--- src/design/error_bounded_float_approximator_top_assert.svh ---
// Assertion macros used by the approximator back end (ebfa_back).
`ifndef ERROR_BOUNDED_FLOAT_APPROXIMATOR_TOP_ASSERT_SVH
`define ERROR_BOUNDED_FLOAT_APPROXIMATOR_TOP_ASSERT_SVH

// Same-cycle implication.
`define EBFA_ASSERT_IMPL(lbl, clk, rst, ante, cons) \
   lbl: assert property (@(posedge clk) disable iff (rst) (ante) |-> (cons)) \
      else $error("ebfa: assertion failed");

// Next-cycle implication.
`define EBFA_ASSERT_NEXT(lbl, clk, rst, ante, cons) \
   lbl: assert property (@(posedge clk) disable iff (rst) (ante) |=> (cons)) \
      else $error("ebfa: assertion failed");

`endif

--- src/design/ebfa_pkg.sv ---
package ebfa_pkg;

   localparam logic [63:0] SIGN_BIT    = 64'h8000_0000_0000_0000;
   localparam logic [63:0] MAG_MASK    = 64'h7fff_ffff_ffff_ffff;
   localparam logic [63:0] ALL_ONES    = 64'hffff_ffff_ffff_ffff;
   localparam logic [63:0] DEFAULT_NAN = 64'hfff8_0000_0000_0000;
   localparam logic [10:0] EXP_MAX     = 11'h7ff;
   localparam int          QUEUE_DEPTH = 2;

   typedef struct packed {
      logic        is_nan;
      logic [63:0] value_bits;
   } entry_type;

   typedef struct packed {
      logic      valid;
      entry_type entry;
   } head_type;

   typedef struct packed {
      logic        start;
      logic [63:0] a;
      logic [63:0] b;
   } fadd_ctl_type;

   typedef struct packed {
      logic        done;
      logic [63:0] diff;
   } fadd_res_type;

   function automatic logic is_nan(input logic [63:0] bits);
      return (bits[62:52] == EXP_MAX) && (bits[51:0] != 52'd0);
   endfunction

endpackage

--- src/design/ebfa_if.sv ---
interface ebfa_req_if;
   logic        valid;
   logic        ready;
   logic [63:0] value_bits;
   modport source (output valid, output value_bits, input ready);
   modport sink (input valid, input value_bits, output ready);
endinterface

interface ebfa_rsp_if;
   logic        valid;
   logic        ready;
   logic [63:0] approx_bits;
   logic        reused_previous;
   logic        fell_back;
   modport source (output valid, output approx_bits, output reused_previous,
                   output fell_back, input ready);
   modport sink (input valid, input approx_bits, input reused_previous,
                 input fell_back, output ready);
endinterface

--- src/design/ebfa_fadd.sv ---
module ebfa_fadd
   import ebfa_pkg::*;
(
   input  logic         clock,
   input  logic         reset,
   input  fadd_ctl_type ctl,
   output fadd_res_type res
);

   // stage 1: unpack, order by magnitude, detect specials
   logic        v1_ff, sp1_ff, sub1_ff, sign1_ff, zs1_ff;
   logic [63:0] spres1_ff;
   logic [55:0] big1_ff, small1_ff;
   logic [10:0] d1_ff, exp1_ff;

   logic        sa, sb, nan_a, nan_b, inf_a, inf_b, a_big, sp1_in;
   logic [63:0] spres1_in, bb;
   logic [10:0] ea, eb, exb, exs;
   logic [55:0] ma, mb;

   always_comb begin
      bb    = ctl.b ^ SIGN_BIT;
      sa    = ctl.a[63];
      sb    = bb[63];
      ea    = (ctl.a[62:52] == 11'd0) ? 11'd1 : ctl.a[62:52];
      eb    = (bb[62:52] == 11'd0) ? 11'd1 : bb[62:52];
      ma    = {ctl.a[62:52] != 11'd0, ctl.a[51:0], 3'b000};
      mb    = {bb[62:52] != 11'd0, bb[51:0], 3'b000};
      nan_a = is_nan(ctl.a);
      nan_b = is_nan(ctl.b);
      inf_a = (ctl.a[62:52] == EXP_MAX) && (ctl.a[51:0] == 52'd0);
      inf_b = (bb[62:52] == EXP_MAX) && (bb[51:0] == 52'd0);
      a_big = ctl.a[62:0] >= bb[62:0];
      exb   = a_big ? ea : eb;
      exs   = a_big ? eb : ea;
      sp1_in    = nan_a || nan_b || inf_a || inf_b;
      spres1_in = DEFAULT_NAN;
      if (nan_a) begin
         spres1_in = ctl.a | 64'h0008_0000_0000_0000;
      end else if (nan_b) begin
         spres1_in = ctl.b | 64'h0008_0000_0000_0000;
      end else if (inf_a && inf_b && (sa != sb)) begin
         spres1_in = DEFAULT_NAN;
      end else if (inf_a) begin
         spres1_in = ctl.a;
      end else if (inf_b) begin
         spres1_in = bb;
      end
   end

   always_ff @(posedge clock) begin
      if (reset) begin
         v1_ff <= 1'b0;
      end else begin
         v1_ff <= ctl.start;
      end
      sp1_ff    <= sp1_in;
      spres1_ff <= spres1_in;
      big1_ff   <= a_big ? ma : mb;
      small1_ff <= a_big ? mb : ma;
      d1_ff     <= exb - exs;
      exp1_ff   <= exb;
      sub1_ff   <= sa ^ sb;
      sign1_ff  <= a_big ? sa : sb;
      zs1_ff    <= sa & sb;
   end

   // stage 2: align the smaller operand, fold shifted-out bits into sticky
   logic        v2_ff, sp2_ff, sub2_ff, sign2_ff, zs2_ff;
   logic [63:0] spres2_ff;
   logic [55:0] big2_ff, small2_ff, small2_in, lost;
   logic [10:0] exp2_ff;

   always_comb begin
      lost = small1_ff & ((56'd1 << d1_ff[5:0]) - 56'd1);
      if (d1_ff >= 11'd56) begin
         small2_in = {55'd0, |small1_ff};
      end else begin
         small2_in = small1_ff >> d1_ff[5:0];
         small2_in[0] = small2_in[0] | (|lost);
      end
   end

   always_ff @(posedge clock) begin
      if (reset) begin
         v2_ff <= 1'b0;
      end else begin
         v2_ff <= v1_ff;
      end
      sp2_ff    <= sp1_ff;
      spres2_ff <= spres1_ff;
      big2_ff   <= big1_ff;
      small2_ff <= small2_in;
      exp2_ff   <= exp1_ff;
      sub2_ff   <= sub1_ff;
      sign2_ff  <= sign1_ff;
      zs2_ff    <= zs1_ff;
   end

   // stage 3: add or subtract
   logic        v3_ff, sp3_ff, sign3_ff, zs3_ff;
   logic [63:0] spres3_ff;
   logic [56:0] sum3_ff;
   logic [10:0] exp3_ff;

   always_ff @(posedge clock) begin
      if (reset) begin
         v3_ff <= 1'b0;
      end else begin
         v3_ff <= v2_ff;
      end
      sp3_ff    <= sp2_ff;
      spres3_ff <= spres2_ff;
      sum3_ff   <= sub2_ff ? ({1'b0, big2_ff} - {1'b0, small2_ff})
                           : ({1'b0, big2_ff} + {1'b0, small2_ff});
      exp3_ff   <= exp2_ff;
      sign3_ff  <= sign2_ff;
      zs3_ff    <= zs2_ff;
   end

   // stage 4: leading-zero count, limited by the exponent
   logic        v4_ff, sp4_ff, sign4_ff;
   logic [63:0] spres4_ff;
   logic [56:0] sum4_ff;
   logic [11:0] exp4_ff, exp_m1;
   logic [5:0]  sh4_ff, lz, sh_in;

   always_comb begin
      lz = 6'd56;
      for (int i = 0; i < 56; i++) begin
         if (sum3_ff[i]) begin
            lz = 6'(55 - i);
         end
      end
      exp_m1 = {1'b0, exp3_ff} - 12'd1;
      sh_in  = ({6'd0, lz} <= exp_m1) ? lz : exp_m1[5:0];
   end

   always_ff @(posedge clock) begin
      if (reset) begin
         v4_ff <= 1'b0;
      end else begin
         v4_ff <= v3_ff;
      end
      sp4_ff    <= sp3_ff;
      spres4_ff <= spres3_ff;
      sum4_ff   <= sum3_ff;
      exp4_ff   <= {1'b0, exp3_ff};
      sh4_ff    <= sh_in;
      sign4_ff  <= (sum3_ff == 57'd0) ? zs3_ff : sign3_ff;
   end

   // stage 5: normalise
   logic        v5_ff, sp5_ff, sign5_ff;
   logic [63:0] spres5_ff;
   logic [55:0] m5_ff;
   logic [11:0] exp5_ff;

   always_ff @(posedge clock) begin
      if (reset) begin
         v5_ff <= 1'b0;
      end else begin
         v5_ff <= v4_ff;
      end
      sp5_ff    <= sp4_ff;
      spres5_ff <= spres4_ff;
      sign5_ff  <= sign4_ff;
      if (sum4_ff[56]) begin
         m5_ff   <= {sum4_ff[56:2], sum4_ff[1] | sum4_ff[0]};
         exp5_ff <= exp4_ff + 12'd1;
      end else begin
         m5_ff   <= sum4_ff[55:0] << sh4_ff;
         exp5_ff <= exp4_ff - {6'd0, sh4_ff};
      end
   end

   // stage 6: round to nearest even and pack
   logic        v6_ff, up;
   logic [63:0] out6_ff, out6_in;
   logic [10:0] ef;
   logic [62:0] packed_mag;

   always_comb begin
      up         = m5_ff[2] & (m5_ff[1] | m5_ff[0] | m5_ff[3]);
      ef         = m5_ff[55] ? exp5_ff[10:0] : 11'd0;
      packed_mag = {ef, m5_ff[54:3]} + {62'd0, up};
      if (sp5_ff) begin
         out6_in = spres5_ff;
      end else if (exp5_ff >= {1'b0, EXP_MAX}) begin
         out6_in = {sign5_ff, EXP_MAX, 52'd0};
      end else begin
         out6_in = {sign5_ff, packed_mag};
      end
   end

   always_ff @(posedge clock) begin
      if (reset) begin
         v6_ff <= 1'b0;
      end else begin
         v6_ff <= v5_ff;
      end
      out6_ff <= out6_in;
   end

   assign res.done = v6_ff;
   assign res.diff = out6_ff;

endmodule

--- src/design/ebfa_front.sv ---
module ebfa_front
   import ebfa_pkg::*;
(
   input  logic       clock,
   input  logic       reset,
   ebfa_req_if.sink   req,
   input  logic       pop,
   output head_type   head
);

   entry_type   entry_ff [QUEUE_DEPTH];
   logic        wr_ptr_ff, rd_ptr_ff;
   logic [1:0]  cnt_ff;
   logic        push;

   assign req.ready  = cnt_ff != 2'(QUEUE_DEPTH);
   assign push       = req.valid && req.ready;
   assign head.valid = cnt_ff != 2'd0;
   assign head.entry = entry_ff[rd_ptr_ff];

   always_ff @(posedge clock) begin
      if (reset) begin
         wr_ptr_ff <= 1'b0;
         rd_ptr_ff <= 1'b0;
         cnt_ff    <= 2'd0;
      end else begin
         if (push) begin
            wr_ptr_ff <= ~wr_ptr_ff;
         end
         if (pop) begin
            rd_ptr_ff <= ~rd_ptr_ff;
         end
         cnt_ff <= cnt_ff + {1'b0, push} - {1'b0, pop};
      end
      if (push) begin
         entry_ff[wr_ptr_ff] <= '{is_nan: is_nan(req.value_bits),
                                  value_bits: req.value_bits};
      end
   end

endmodule

--- src/design/ebfa_back.sv ---
module ebfa_back
   import ebfa_pkg::*;
(
   input  logic         clock,
   input  logic         reset,
   input  head_type     head,
   output logic         pop,
   input  logic         csr_we,
   input  logic [62:0]  csr_wdata,
   output fadd_ctl_type fadd_ctl,
   input  fadd_res_type fadd_res,
   ebfa_rsp_if.source   rsp
);

`include "error_bounded_float_approximator_top_assert.svh"

   typedef enum logic [3:0] {
      ST_IDLE, ST_REUSE, ST_LO, ST_HI, ST_LZ, ST_STEP, ST_TRY1, ST_WAIT1, ST_TRY2,
      ST_WAIT2
   } state_type;

   state_type    state_ff;
   fadd_ctl_type ctl_ff;
   logic         out_valid_ff, reused_ff, fell_ff, nan_ff, sign_ff;
   logic [63:0]  approx_ff, prev_ff, v_ff, lo_ff, lo_b_ff, hi_b_ff;
   logic [63:0]  front_ff, rear_ff, c1_ff, c2_ff;
   logic [62:0]  max_error_ff;
   logic [5:0]   s_ff;

   logic [63:0]  e_bits, sgn, bit_s, rear_in, front_in, lob, hib, hi;
   logic         close, lo_ge0, hi_le0, in_range1, in_range2, issue, waiting;

   always_comb begin
      e_bits = {1'b0, max_error_ff};
      close  = !is_nan(fadd_res.diff) && !is_nan(e_bits) &&
               (fadd_res.diff[62:0] <= max_error_ff);
      sgn    = sign_ff ? SIGN_BIT : 64'd0;
      hi     = fadd_res.diff;
      lo_ge0 = !is_nan(lo_ff) && (!lo_ff[63] || lo_ff[62:0] == 63'd0);
      hi_le0 = !is_nan(hi) && (hi[63] || hi[62:0] == 63'd0);
      if (lo_ge0) begin
         lob = lo_ff;
         hib = hi;
      end else if (hi_le0) begin
         lob = hi ^ SIGN_BIT;
         hib = lo_ff ^ SIGN_BIT;
      end else if (!prev_ff[63]) begin
         lob = 64'd0;
         hib = hi;
      end else begin
         lob = 64'd0;
         hib = lo_ff ^ SIGN_BIT;
      end
      bit_s     = 64'd1 << s_ff;
      rear_in   = rear_ff & ~bit_s;
      front_in  = front_ff | (lo_b_ff & bit_s);
      in_range1 = ($signed(c1_ff) >= $signed(lo_b_ff)) &&
                  ($signed(c1_ff) <= $signed(hi_b_ff));
      in_range2 = $signed(c2_ff) <= $signed(hi_b_ff);
      issue     = pop ||
                  (fadd_res.done && ((state_ff == ST_LO) ||
                                     ((state_ff == ST_REUSE) && !close && !nan_ff))) ||
                  ((state_ff == ST_TRY1) && in_range1) ||
                  ((state_ff == ST_TRY2) && in_range2);
      waiting   = (state_ff == ST_REUSE) || (state_ff == ST_LO) || (state_ff == ST_HI) ||
                  (state_ff == ST_WAIT1) || (state_ff == ST_WAIT2);
   end

   assign pop                 = (state_ff == ST_IDLE) && head.valid && !out_valid_ff;
   assign fadd_ctl            = ctl_ff;
   assign rsp.valid           = out_valid_ff;
   assign rsp.approx_bits     = approx_ff;
   assign rsp.reused_previous = reused_ff;
   assign rsp.fell_back       = fell_ff;

   always_ff @(posedge clock) begin
      if (reset) begin
         state_ff     <= ST_IDLE;
         out_valid_ff <= 1'b0;
         ctl_ff.start <= 1'b0;
         prev_ff      <= 64'd0;
         max_error_ff <= 63'd0;
      end else begin
         ctl_ff.start <= issue;
         if (csr_we) begin
            max_error_ff <= csr_wdata;
         end
         if (out_valid_ff && rsp.ready) begin
            out_valid_ff <= 1'b0;
         end
         case (state_ff)
            ST_IDLE: begin
               if (pop) begin
                  v_ff         <= head.entry.value_bits;
                  nan_ff       <= head.entry.is_nan;
                  ctl_ff.a     <= prev_ff;
                  ctl_ff.b     <= head.entry.value_bits;
                  state_ff     <= ST_REUSE;
               end
            end
            ST_REUSE: begin
               if (fadd_res.done) begin
                  if (close) begin
                     out_valid_ff <= 1'b1;
                     approx_ff    <= prev_ff;
                     reused_ff    <= 1'b1;
                     fell_ff      <= 1'b0;
                     state_ff     <= ST_IDLE;
                  end else if (nan_ff) begin
                     out_valid_ff <= 1'b1;
                     approx_ff    <= v_ff;
                     prev_ff      <= v_ff;
                     reused_ff    <= 1'b0;
                     fell_ff      <= 1'b0;
                     state_ff     <= ST_IDLE;
                  end else begin
                     ctl_ff.a     <= v_ff;
                     ctl_ff.b     <= e_bits;
                     state_ff     <= ST_LO;
                  end
               end
            end
            ST_LO: begin
               if (fadd_res.done) begin
                  lo_ff        <= fadd_res.diff;
                  ctl_ff.a     <= v_ff;
                  ctl_ff.b     <= e_bits ^ SIGN_BIT;
                  state_ff     <= ST_HI;
               end
            end
            ST_HI: begin
               if (fadd_res.done) begin
                  lo_b_ff <= lob & MAG_MASK;
                  hi_b_ff <= hib;
                  sign_ff <= !lo_ge0 && (hi_le0 || prev_ff[63]);
                  s_ff    <= 6'd63;
                  if (((lob & MAG_MASK) ^ hib) == 64'd0) begin
                     out_valid_ff <= 1'b1;
                     approx_ff    <= v_ff;
                     prev_ff      <= v_ff;
                     reused_ff    <= 1'b0;
                     fell_ff      <= 1'b1;
                     state_ff     <= ST_IDLE;
                  end else begin
                     state_ff <= ST_LZ;
                  end
               end
            end
            ST_LZ: begin
               if ((lo_b_ff[s_ff] ^ hi_b_ff[s_ff]) != 1'b0) begin
                  front_ff <= lo_b_ff & ~((64'd2 << s_ff) - 64'd1);
                  rear_ff  <= prev_ff & ((64'd2 << s_ff) - 64'd1);
                  state_ff <= ST_STEP;
               end else begin
                  s_ff <= s_ff - 6'd1;
               end
            end
            ST_STEP: begin
               rear_ff  <= rear_in;
               front_ff <= front_in;
               c1_ff    <= rear_in + front_in;
               c2_ff    <= (rear_in + front_in + bit_s) & MAG_MASK;
               state_ff <= ST_TRY1;
            end
            ST_TRY1: begin
               if (in_range1) begin
                  ctl_ff.a     <= c1_ff ^ sgn;
                  ctl_ff.b     <= v_ff;
                  state_ff     <= ST_WAIT1;
               end else begin
                  state_ff <= ST_TRY2;
               end
            end
            ST_WAIT1: begin
               if (fadd_res.done) begin
                  if (close) begin
                     out_valid_ff <= 1'b1;
                     approx_ff    <= c1_ff ^ sgn;
                     prev_ff      <= c1_ff ^ sgn;
                     reused_ff    <= 1'b0;
                     fell_ff      <= 1'b0;
                     state_ff     <= ST_IDLE;
                  end else begin
                     state_ff <= ST_TRY2;
                  end
               end
            end
            ST_TRY2: begin
               if (in_range2) begin
                  ctl_ff.a     <= c2_ff ^ sgn;
                  ctl_ff.b     <= v_ff;
                  state_ff     <= ST_WAIT2;
               end else if (s_ff == 6'd0) begin
                  out_valid_ff <= 1'b1;
                  approx_ff    <= v_ff;
                  prev_ff      <= v_ff;
                  reused_ff    <= 1'b0;
                  fell_ff      <= 1'b1;
                  state_ff     <= ST_IDLE;
               end else begin
                  s_ff     <= s_ff - 6'd1;
                  state_ff <= ST_STEP;
               end
            end
            ST_WAIT2: begin
               if (fadd_res.done) begin
                  if (close) begin
                     out_valid_ff <= 1'b1;
                     approx_ff    <= c2_ff ^ sgn;
                     prev_ff      <= c2_ff ^ sgn;
                     reused_ff    <= 1'b0;
                     fell_ff      <= 1'b0;
                     state_ff     <= ST_IDLE;
                  end else if (s_ff == 6'd0) begin
                     out_valid_ff <= 1'b1;
                     approx_ff    <= v_ff;
                     prev_ff      <= v_ff;
                     reused_ff    <= 1'b0;
                     fell_ff      <= 1'b1;
                     state_ff     <= ST_IDLE;
                  end else begin
                     s_ff     <= s_ff - 6'd1;
                     state_ff <= ST_STEP;
                  end
               end
            end
            default: begin
               state_ff <= ST_IDLE;
            end
         endcase
      end
   end

   `EBFA_ASSERT_IMPL(a_flags_excl, clock, reset, out_valid_ff, !(reused_ff && fell_ff))
   `EBFA_ASSERT_IMPL(a_done_waiting, clock, reset, fadd_res.done, waiting)
   `EBFA_ASSERT_IMPL(a_busy_no_out, clock, reset, state_ff != ST_IDLE, !out_valid_ff)
   `EBFA_ASSERT_NEXT(a_pop_issue, clock, reset, pop, ctl_ff.start)

endmodule

--- src/design/error_bounded_float_approximator_top.sv ---
// Error-bounded double approximator. Each request carries one IEEE 754 double;
// each response returns a pattern within the absolute error held in the csr
// register, preferring bits shared with the previous response. Requests queue
// two deep ahead of a sequencer that owns one six-stage double subtractor and
// issues one subtraction at a time. A request first tests whether the previous
// pattern can be reused, then subtracts to get the interval bounds, skips the
// leading bits that the bounds share and, per scanned bit position, tests up
// to two candidates with one subtraction each.
module error_bounded_float_approximator_top
   import ebfa_pkg::*;
(
   input  logic          clock,
   input  logic          reset,
   ebfa_req_if.sink      req_chan,
   ebfa_rsp_if.source    rsp_chan,
   input  logic          csr_we,
   input  logic [62:0]   csr_wdata
);

   head_type     head;
   logic         pop;
   fadd_ctl_type fadd_ctl;
   fadd_res_type fadd_res;

   ebfa_front u_front (
      .clock (clock),
      .reset (reset),
      .req   (req_chan),
      .pop   (pop),
      .head  (head)
   );

   ebfa_fadd u_fadd (
      .clock (clock),
      .reset (reset),
      .ctl   (fadd_ctl),
      .res   (fadd_res)
   );

   ebfa_back u_back (
      .clock     (clock),
      .reset     (reset),
      .head      (head),
      .pop       (pop),
      .csr_we    (csr_we),
      .csr_wdata (csr_wdata),
      .fadd_ctl  (fadd_ctl),
      .fadd_res  (fadd_res),
      .rsp       (rsp_chan)
   );

endmodule

--- src/flat_wrapper.sv ---
// flat-port wrapper written by rule: the top's interface ports become plain ports
module error_bounded_float_approximator_top_flat import ebfa_pkg::*;
  (clock, reset, csr_we, csr_wdata, req_chan_valid, req_chan_value_bits, req_chan_ready, rsp_chan_valid, rsp_chan_approx_bits, rsp_chan_reused_previous, rsp_chan_fell_back, rsp_chan_ready);
  ebfa_req_if req_chan_i ();
  ebfa_rsp_if rsp_chan_i ();
  input  logic clock;
  input  logic reset;
  input  logic csr_we;
  input  logic [62:0] csr_wdata;
  input wire logic [$bits(req_chan_i.valid)-1:0] req_chan_valid;
  input wire logic [$bits(req_chan_i.value_bits)-1:0] req_chan_value_bits;
  output wire logic [$bits(req_chan_i.ready)-1:0] req_chan_ready;
  output wire logic [$bits(rsp_chan_i.valid)-1:0] rsp_chan_valid;
  output wire logic [$bits(rsp_chan_i.approx_bits)-1:0] rsp_chan_approx_bits;
  output wire logic [$bits(rsp_chan_i.reused_previous)-1:0] rsp_chan_reused_previous;
  output wire logic [$bits(rsp_chan_i.fell_back)-1:0] rsp_chan_fell_back;
  input wire logic [$bits(rsp_chan_i.ready)-1:0] rsp_chan_ready;
  assign req_chan_i.valid = req_chan_valid;
  assign req_chan_i.value_bits = req_chan_value_bits;
  assign req_chan_ready = req_chan_i.ready;
  assign rsp_chan_valid = rsp_chan_i.valid;
  assign rsp_chan_approx_bits = rsp_chan_i.approx_bits;
  assign rsp_chan_reused_previous = rsp_chan_i.reused_previous;
  assign rsp_chan_fell_back = rsp_chan_i.fell_back;
  assign rsp_chan_i.ready = rsp_chan_ready;
  error_bounded_float_approximator_top u_core (.clock(clock), .reset(reset), .req_chan(req_chan_i), .rsp_chan(rsp_chan_i), .csr_we(csr_we), .csr_wdata(csr_wdata));
endmodule
--- config.mk ---
export PLATFORM = sky130hd
export DESIGN_NAME = error_bounded_float_approximator_top_flat
export DESIGN_NICKNAME = d
export VERILOG_FILES = /design/src/design/ebfa_pkg.sv /design/src/design/ebfa_if.sv /design/src/design/ebfa_fadd.sv /design/src/design/ebfa_front.sv /design/src/design/ebfa_back.sv /design/src/design/error_bounded_float_approximator_top.sv /design/src/flat_wrapper.sv
export VERILOG_INCLUDE_DIRS = /design/src /design/src/design
export SDC_FILE = /design/constraint.sdc
export NUM_CORES = 2
export LEC_CHECK = 0
export ABC_AREA = 0
export BUFFER_PORTS_ARGS = -buffer_cell sky130_fd_sc_hd__clkbuf_2
export CORE_MARGIN = 2
export CORE_UTILIZATION = 40
export CTS_CLUSTER_SIZE = 30
export DETAILED_ROUTE_END_ITERATION = 7
export PLACE_DENSITY = 0.66
export SYNTH_ARGS = -nofsm -noshare
export SYNTH_HDL_FRONTEND = slang
export SYNTH_SLANG_ARGS = --single-unit
--- constraint.sdc ---
create_clock -name clock -period 32.3 [get_ports clock]
set_clock_uncertainty 0.05 [all_clocks]
set_input_delay 1.615 -clock clock [delete_from_list [all_inputs] [get_ports clock]]
set_output_delay 1.615 -clock clock [all_outputs]
set_load 0.02 [all_outputs]
Yosys cells after proc, flatten, opt, wreduce, memory -nomap -nowiden

Memory sizes are Yosys's and may differ from the RTL's. A register that Yosys moved wholly into a read port is not among the register bits.
Cells that the tools add are included.

Flip-flop bits (word level): 1,721
Memory bits (writable): 130
Bits of input ports: 132
Output and inout bits: 68
Memories: 1

Add/subtract/negate cells: 14
$lt $le $gt $ge: 9
Eq/ne operators: 35
Shift-type cells: 5
Muxes and demuxes: 179
Bitwise logic cells: 24
Reductions and logical operators: 79

Memory list:

| name                    | depth | bits a word | rd ports | clocked after Yosys merged registers in | wr ports | RTL line         | source |
|---|---|---|---|---|---|---|---|
| u_core.u_front.entry_ff | 2     | 65          | 1        | 1                                       | 1        | ebfa_front.sv:11 | `entry_type entry_ff [QUEUE_DEPTH];` |

Operator list:

| operator             | count |
|---|---|
| $mux 64              | 29 |
| $mux 128             | 7 |
| $pmux 128 s5         | 1 |
| $pmux 64 s5          | 2 |
| $mux 6               | 62 |
| $reduce_bool 52->1   | 6 |
| $pmux 64 s2          | 2 |
| $mux 63              | 3 |
| $and 63x64->64       | 2 |
| $and 64x64->64       | 2 |
| $le 64x64->1         | 2 |
| $not 64->64          | 2 |
| $xor 63x64->64       | 2 |
| $logic_not 63->1     | 2 |
| $mux 56              | 2 |
| $reduce_or 56->1     | 2 |
| $logic_not 52->1     | 2 |
| $eq 11x11->1 const B | 6 |
| $add 64x64->64       | 1 |
| $ge 64x64->1         | 1 |
| $logic_not 64->1     | 1 |
| $or 64x64->64        | 1 |
| $shl 1x6->64 const A | 1 |
| $shl 2x6->64 const A | 1 |
| other kinds (65)     | 203 |

Longest topological paths before layout

Depth after elaboration: 58
Gate-level depth with buffers: 38
Gate-level depth less buffers: 35

By module

From an unflattened synthesis, not the netlist that was laid out.

Cells, all modules: 10,376
Area, all modules: 99,987.1 um2

Modules (own cells, without submodules):

| module     | times used | cells each | area an instance (um2) | sequential area each (um2) |
|---|---|---|---|---|
| ebfa_back  | 1          | 5,841      | 55,851.1               | 24,013.0 |
| ebfa_fadd  | 1          | 4,289      | 39,102.5               | 17,276.6 |
| ebfa_front | 1          | 246        | 5,033.6                | 4,003.8 |

Worst setup path after synthesis

Ideal clock, no wire load.

Kind: flip-flop to flip-flop
Start point: reg u_core.u_back.s_ff[0]
End point: reg u_core.u_back.front_ff[0], enable pin
Arrival: 12,334 ps
Required time: 31,455 ps
Path slack: 19,121 ps
Stages on the path, launching flop included: 9
Path buffers: 2
Cells stage by stage: edfxtp_1 clkbuf_1 buf_1 mux4_2 mux4_2 mux4_2 xnor2_1 a31oi_1 nor3b_1

Longest elaborated chain between the ends: 5

Ends and longest elaborated chain:

| element                               | RTL line         | source |
|---|---|---|
| start: declaration                    | ebfa_back.sv:28  | `logic [5:0] s_ff;` |
| start signal: assignment              | ebfa_back.sv:155 | `s_ff <= s_ff - 6'd1;` |
| start signal: assignment              | ebfa_back.sv:201 | `s_ff <= s_ff - 6'd1;` |
| start signal: assignment              | ebfa_back.sv:222 | `s_ff <= s_ff - 6'd1;` |
| $bmux 1 s6                            | ebfa_back.sv:150 | `if ((lo_b_ff[s_ff] ^ hi_b_ff[s_ff]) != 1'b0) begin` |
| $mux 1 (implied by the code)          | ebfa_back.sv:150 |  |
| $xor 1x1->1 (*)                       | ebfa_back.sv:150 |  |
| $ne 2x2->1 (no source line) (*)       | -                |  |
| $reduce_and 3->1 (no source line) (*) | -                |  |
| end signal: assignment                | ebfa_back.sv:151 | `front_ff <= lo_b_ff & ~((64'd2 << s_ff) - 64'd1);` |
| end signal: assignment                | ebfa_back.sv:160 | `front_ff <= front_in;` |
| end: declaration                      | ebfa_back.sv:26  | `logic [63:0] front_ff, rear_ff, c1_ff, c2_ff;` |

Mark *: on every way between the ends. The rest lies on a longest branch, timed or not. The select of a mux whose other input is x is not followed.
A chain may end at the register's enable or synchronous reset.

Worst setup path in the final report

Start point: reg u_core.u_back.s_ff[2]
End point: reg u_core.u_back.c2_ff[62] (data pin)

Longest elaborated chain between the ends: 5

Ends and longest elaborated chain:

| element                             | RTL line         | source |
|---|---|---|
| $shl 1x6->64                        | ebfa_back.sv:54  | `bit_s = 64'd1 << s_ff;` |
| $and 63x64->64                      | ebfa_back.sv:56  | `front_in = front_ff \| (lo_b_ff & bit_s);` |
| $or 64x64->64                       | ebfa_back.sv:56  |  |
| named net u_core.u_back.front_in[0] | ebfa_back.sv:30  | `logic [63:0] e_bits, sgn, bit_s, rear_in, front_in, lob, hib, hi;` |
| $add 64x64->64                      | ebfa_back.sv:162 | `c2_ff <= (rear_in + front_in + bit_s) & MAG_MASK;` |
| $add 63x63->63                      | ebfa_back.sv:162 |  |
| end signal: assignment              | ebfa_back.sv:162 |  |
| end: declaration                    | ebfa_back.sv:26  |  |

The timed path passes the listed nets, and every way through them passes these cells.

==> impl_results.md <==
- Sequential-to-total area share from yosys stat: 46.44%
- Buffers plus inverters on the worst setup path: 4
- Post-detail-place hpwl: approximately 330000 um
- Die ar.: approximately 250000 um2
- Arrival time worst endpoint: between 10 and 15 ns
- Drt pass-1 iters: 8
- # rows: 181
- Slowest cell on crit path: edfxtp_1
- Setup TNS: 0 ns
- Min cycle time layout: roughly 9.7 ns
- Primary FF master, synth: dfxtp_1
- Share of post-route cells with drive strength above 1: approximately 11%
- Clock Sinks: approximately 1800
- TritonCTS clock tree: built
- # H-tree levels: 4
- Peak VDD IR: ~64 uV
- Syn Std Cell Area: approximately 98000 um2
- Worst reg-to-reg path cell count: 34
- Total track usage: 34.69%
- Startpoint types: flip-flop
- CP required: about 33 ns
- Post-synth EDFFs: approximately 840
- Area fraction of the dominant cell type after synthesis: 25.90%
- Drt drc: 24
- Cell with the most instances after synthesis: nand2_1
- Syn. warnings: 0
- Delay-heaviest family, CP: compound AO/OA/AOI/OAI gates
- Multi-input logic area: roughly 49000 um2
- Power Density: 91.63 nW/um2
- Final std cells w/o fill: roughly 13000
- CP max FO: 26
- Yosys cell types: 94
- Initial Util: roughly two fifths
- Worst-Margin Slew: roughly 1.6 ns
- Highest routed layer: met5
- Initial drt markers: between 10000 and 15000
- Synthesized instance count: around 10000
- Outcome: complete, but fails checks
- Synth Area per Inst: ~9.8 um2
- Via/cell ratio: 6.330
- Max clock buf depth: 3
- CTS Root Cell: clkbuf_16
- Post-route ant nets: 0
- Hold_sp: u_core.u_fadd.big1_ff[53]
- Initial antenna violation count: 48
- Top cell by count, worst path: a21o_1
- Final setup viols: 0
- Vias in the first global route: 79564
- Post-layout instance area: approximately 110000 um2
- Die X: about 500 um
- Worst r2r dst: u_core.u_back.c2_ff[62]
- IO buf count: 199
- Worst R2R Start: u_core.u_back.s_ff[2]
- Via count: about 85000
- Area growth syn-to-layout: 11.70%
- CP endpoint kind: flip-flop
- Area leader, netlist: edfxtp_1
- Total setup buffers inserted after CTS: 0
- Worst hold margin: about 0.22 ns
- Register area: 45310 um2
- Die height: 497.8 um
- CP peak stage delay: 1.11 ns
- Max Fclk: between 100 and 150 MHz
- Slew Limit Headroom: -7.576%
- Core area: between 200000 and 250000 um2
- Max-slew violations: 4
- Net count, final: 10701
- CTS hold repair buffers: 0
- Worst-path clk slew: roughly 0.060 ns
- Num CTS Buffers: roughly 200
- Number of fillers in the final layout: about 23000
- GRT Residual Overflow: 0
- Setup Crit Path Kind: reg -> reg
- Clock Latency Late Sink: 0.89 ns
- Static Leak: 43.27 nW
- Placed cells: 13033
- Final Hold Fails: 0
- Failing checks: DRC, capacitance limit, slew limit
- First-pass GRT wire length: 614600 um
- Final wirelength: 446000 um
- Top post-synthesis cells by area: edfxtp_1 26%, dfxtp_1 21%, ha_1 6.9%
- Metal2 WL: 191800 um
- Synth cell count leaders: 1307 x nand2_1, 1001 x dfxtp_1, 841 x edfxtp_1
- Number of I/O pins: 200
- M1 WL: approximately 160000 um
- Routed WL per cell: roughly 33 um
- HP Class: reg -> reg
- Post-CTS Resized: 0
- Reg-to-reg setup timing slack: 22.57 ns
- Pin count of the biggest net entering global routing: between 100 and 150
- Placer Congestion: around 1.0
- Hold Crit Endpoint: u_core.u_fadd.big2_ff[53]
- Post-route clock period utilization: between 30% and 40%
- Worst Hold Depth: 0
- Ys async rst share: 0%
- Placed instance area: around 100000 um2
- Met3 wire len: 46660 um
- Unrepaired setup endpoints after global routing: false
- Seq cells post-synth: 1842
- Max Cap Viol: 1
report_power, final:
| part | internal, W | total (W) | switching, W | leakage [nW] |
|---|---|---|---|---|
| combinational | 0.00143 | 0.00381 | 0.00238 | 24.0 |
| clock | 0.00134 | 0.00237 | 0.00103 | 3.31 |
| sequential | 0.00302 | 0.00380 | 0.000777 | 16.0 |
how the worst max path moves through the flow:
stage,cells after the start,endpoint,from,slack (ns)
floorplan,8,u_core.u_back.front_ff[0],u_core.u_back.s_ff[0],19.12
global placement,34,u_core.u_back.c2_ff[62],u_core.u_back.s_ff[2],22.76
detailed placement,34,u_core.u_back.c2_ff[62],u_core.u_back.s_ff[2],22.83
CTS,29,u_core.u_back.c2_ff[61],u_core.u_back.s_ff[2],22.80
global route,34,u_core.u_back.c2_ff[62],u_core.u_back.s_ff[2],22.12
finish,34,u_core.u_back.c2_ff[62],u_core.u_back.s_ff[2],22.57
cells by family (layout without fill, tap and decap cells):
logic type / count (synthesis) / after routing / synth area share, %
XOR/XNOR: 370 / 370 / 3.323
AND/OR/NAND/NOR: 3203 / 3203 / 15.00
flip-flops: 1842 / 1842 / 46.44
buffers and inverters: 925 / 1152 / 3.681
adder cells (fa/ha/maj): 540 / 540 / 6.956
other: 1 / 32 / 0.003845
AO/OA/AOI/OAI: 2439 / 2439 / 16.36
multiplexers: 643 / 643 / 8.234
area by class of cell:
class | instances | share of cell area (%)
clock buffer | 272 | 5.076
clock inverter | 95 | 1.169
antenna | 21 | 0.04824
timing repair buffer | 351 | 2.008
inverter | 434 | 1.495
sequential | 1842 | 41.60
multi-input combinational | 7206 | 44.93
tap | 3202 | 3.678
flip-flops by register name, indices dropped and copies added, names as in the netlist, 63 cells and up, named ones only:
name and count:
u_core.u_back.c1_ff 64, u_core.u_back.c2_ff 63, u_core.u_back.fadd_ctl 129, u_core.u_back.front_ff 63, u_core.u_back.hi_b_ff 64, u_core.u_back.lo_b_ff 63
u_core.u_back.lo_ff 64, u_core.u_back.max_error_ff 63, u_core.u_back.prev_ff 64, u_core.u_back.rear_ff 64, u_core.u_back.rsp.approx_bits 64, u_core.u_back.v_ff 64
u_core.u_fadd.out6_ff 64, u_core.u_fadd.spres1_ff 64, u_core.u_fadd.spres2_ff 64, u_core.u_fadd.spres3_ff 64, u_core.u_fadd.spres4_ff 64, u_core.u_fadd.spres5_ff 64
u_core.u_front.entry_ff 130
worst register-to-register path, delay by kind of cell (launching register included):
kind	cells	cell delay, ns
xor gates and xnor gates	2	0.31
buffers and inverters	4	0.74
adders and majority gates	4	1.21
AOI/OAI and AO/OA	20	5.44
and+or+nand+nor	4	0.62
DFF	1	1.11
layer usage:
layer | up-vias | global-route usage, %
li1 | 36595 | -
met4 | 22 | 27.06
met5 | - | 0
met1 | 41132 | 42.76
met3 | 1417 | 7.867
met2 | 5802 | 52.52
through the flow:
stage	power, W	util, %	setup WS, ns
after floorplan	0.005941	-	19.12
after global placement	0.007447	42.04	22.76
after detailed placement	0.007473	42.04	22.83
after CTS	0.009852	44.84	22.80
after global routing	0.01036	44.86	22.12
final	0.009982	44.87	22.57
cell usage in the layout, fill, tap and decap left out, types with 273 or more instances in the layout:
cell type  count
inv_1        429
a21oi_1      613
nand2_1     1304
ha_1         535
edfxtp_1     841
mux2i_1      314
nor2_1       730
o21ai_0      506
xnor2_1      273
a21o_1       280
dfxtp_1      988
Power figures use the tool's default switching activity.
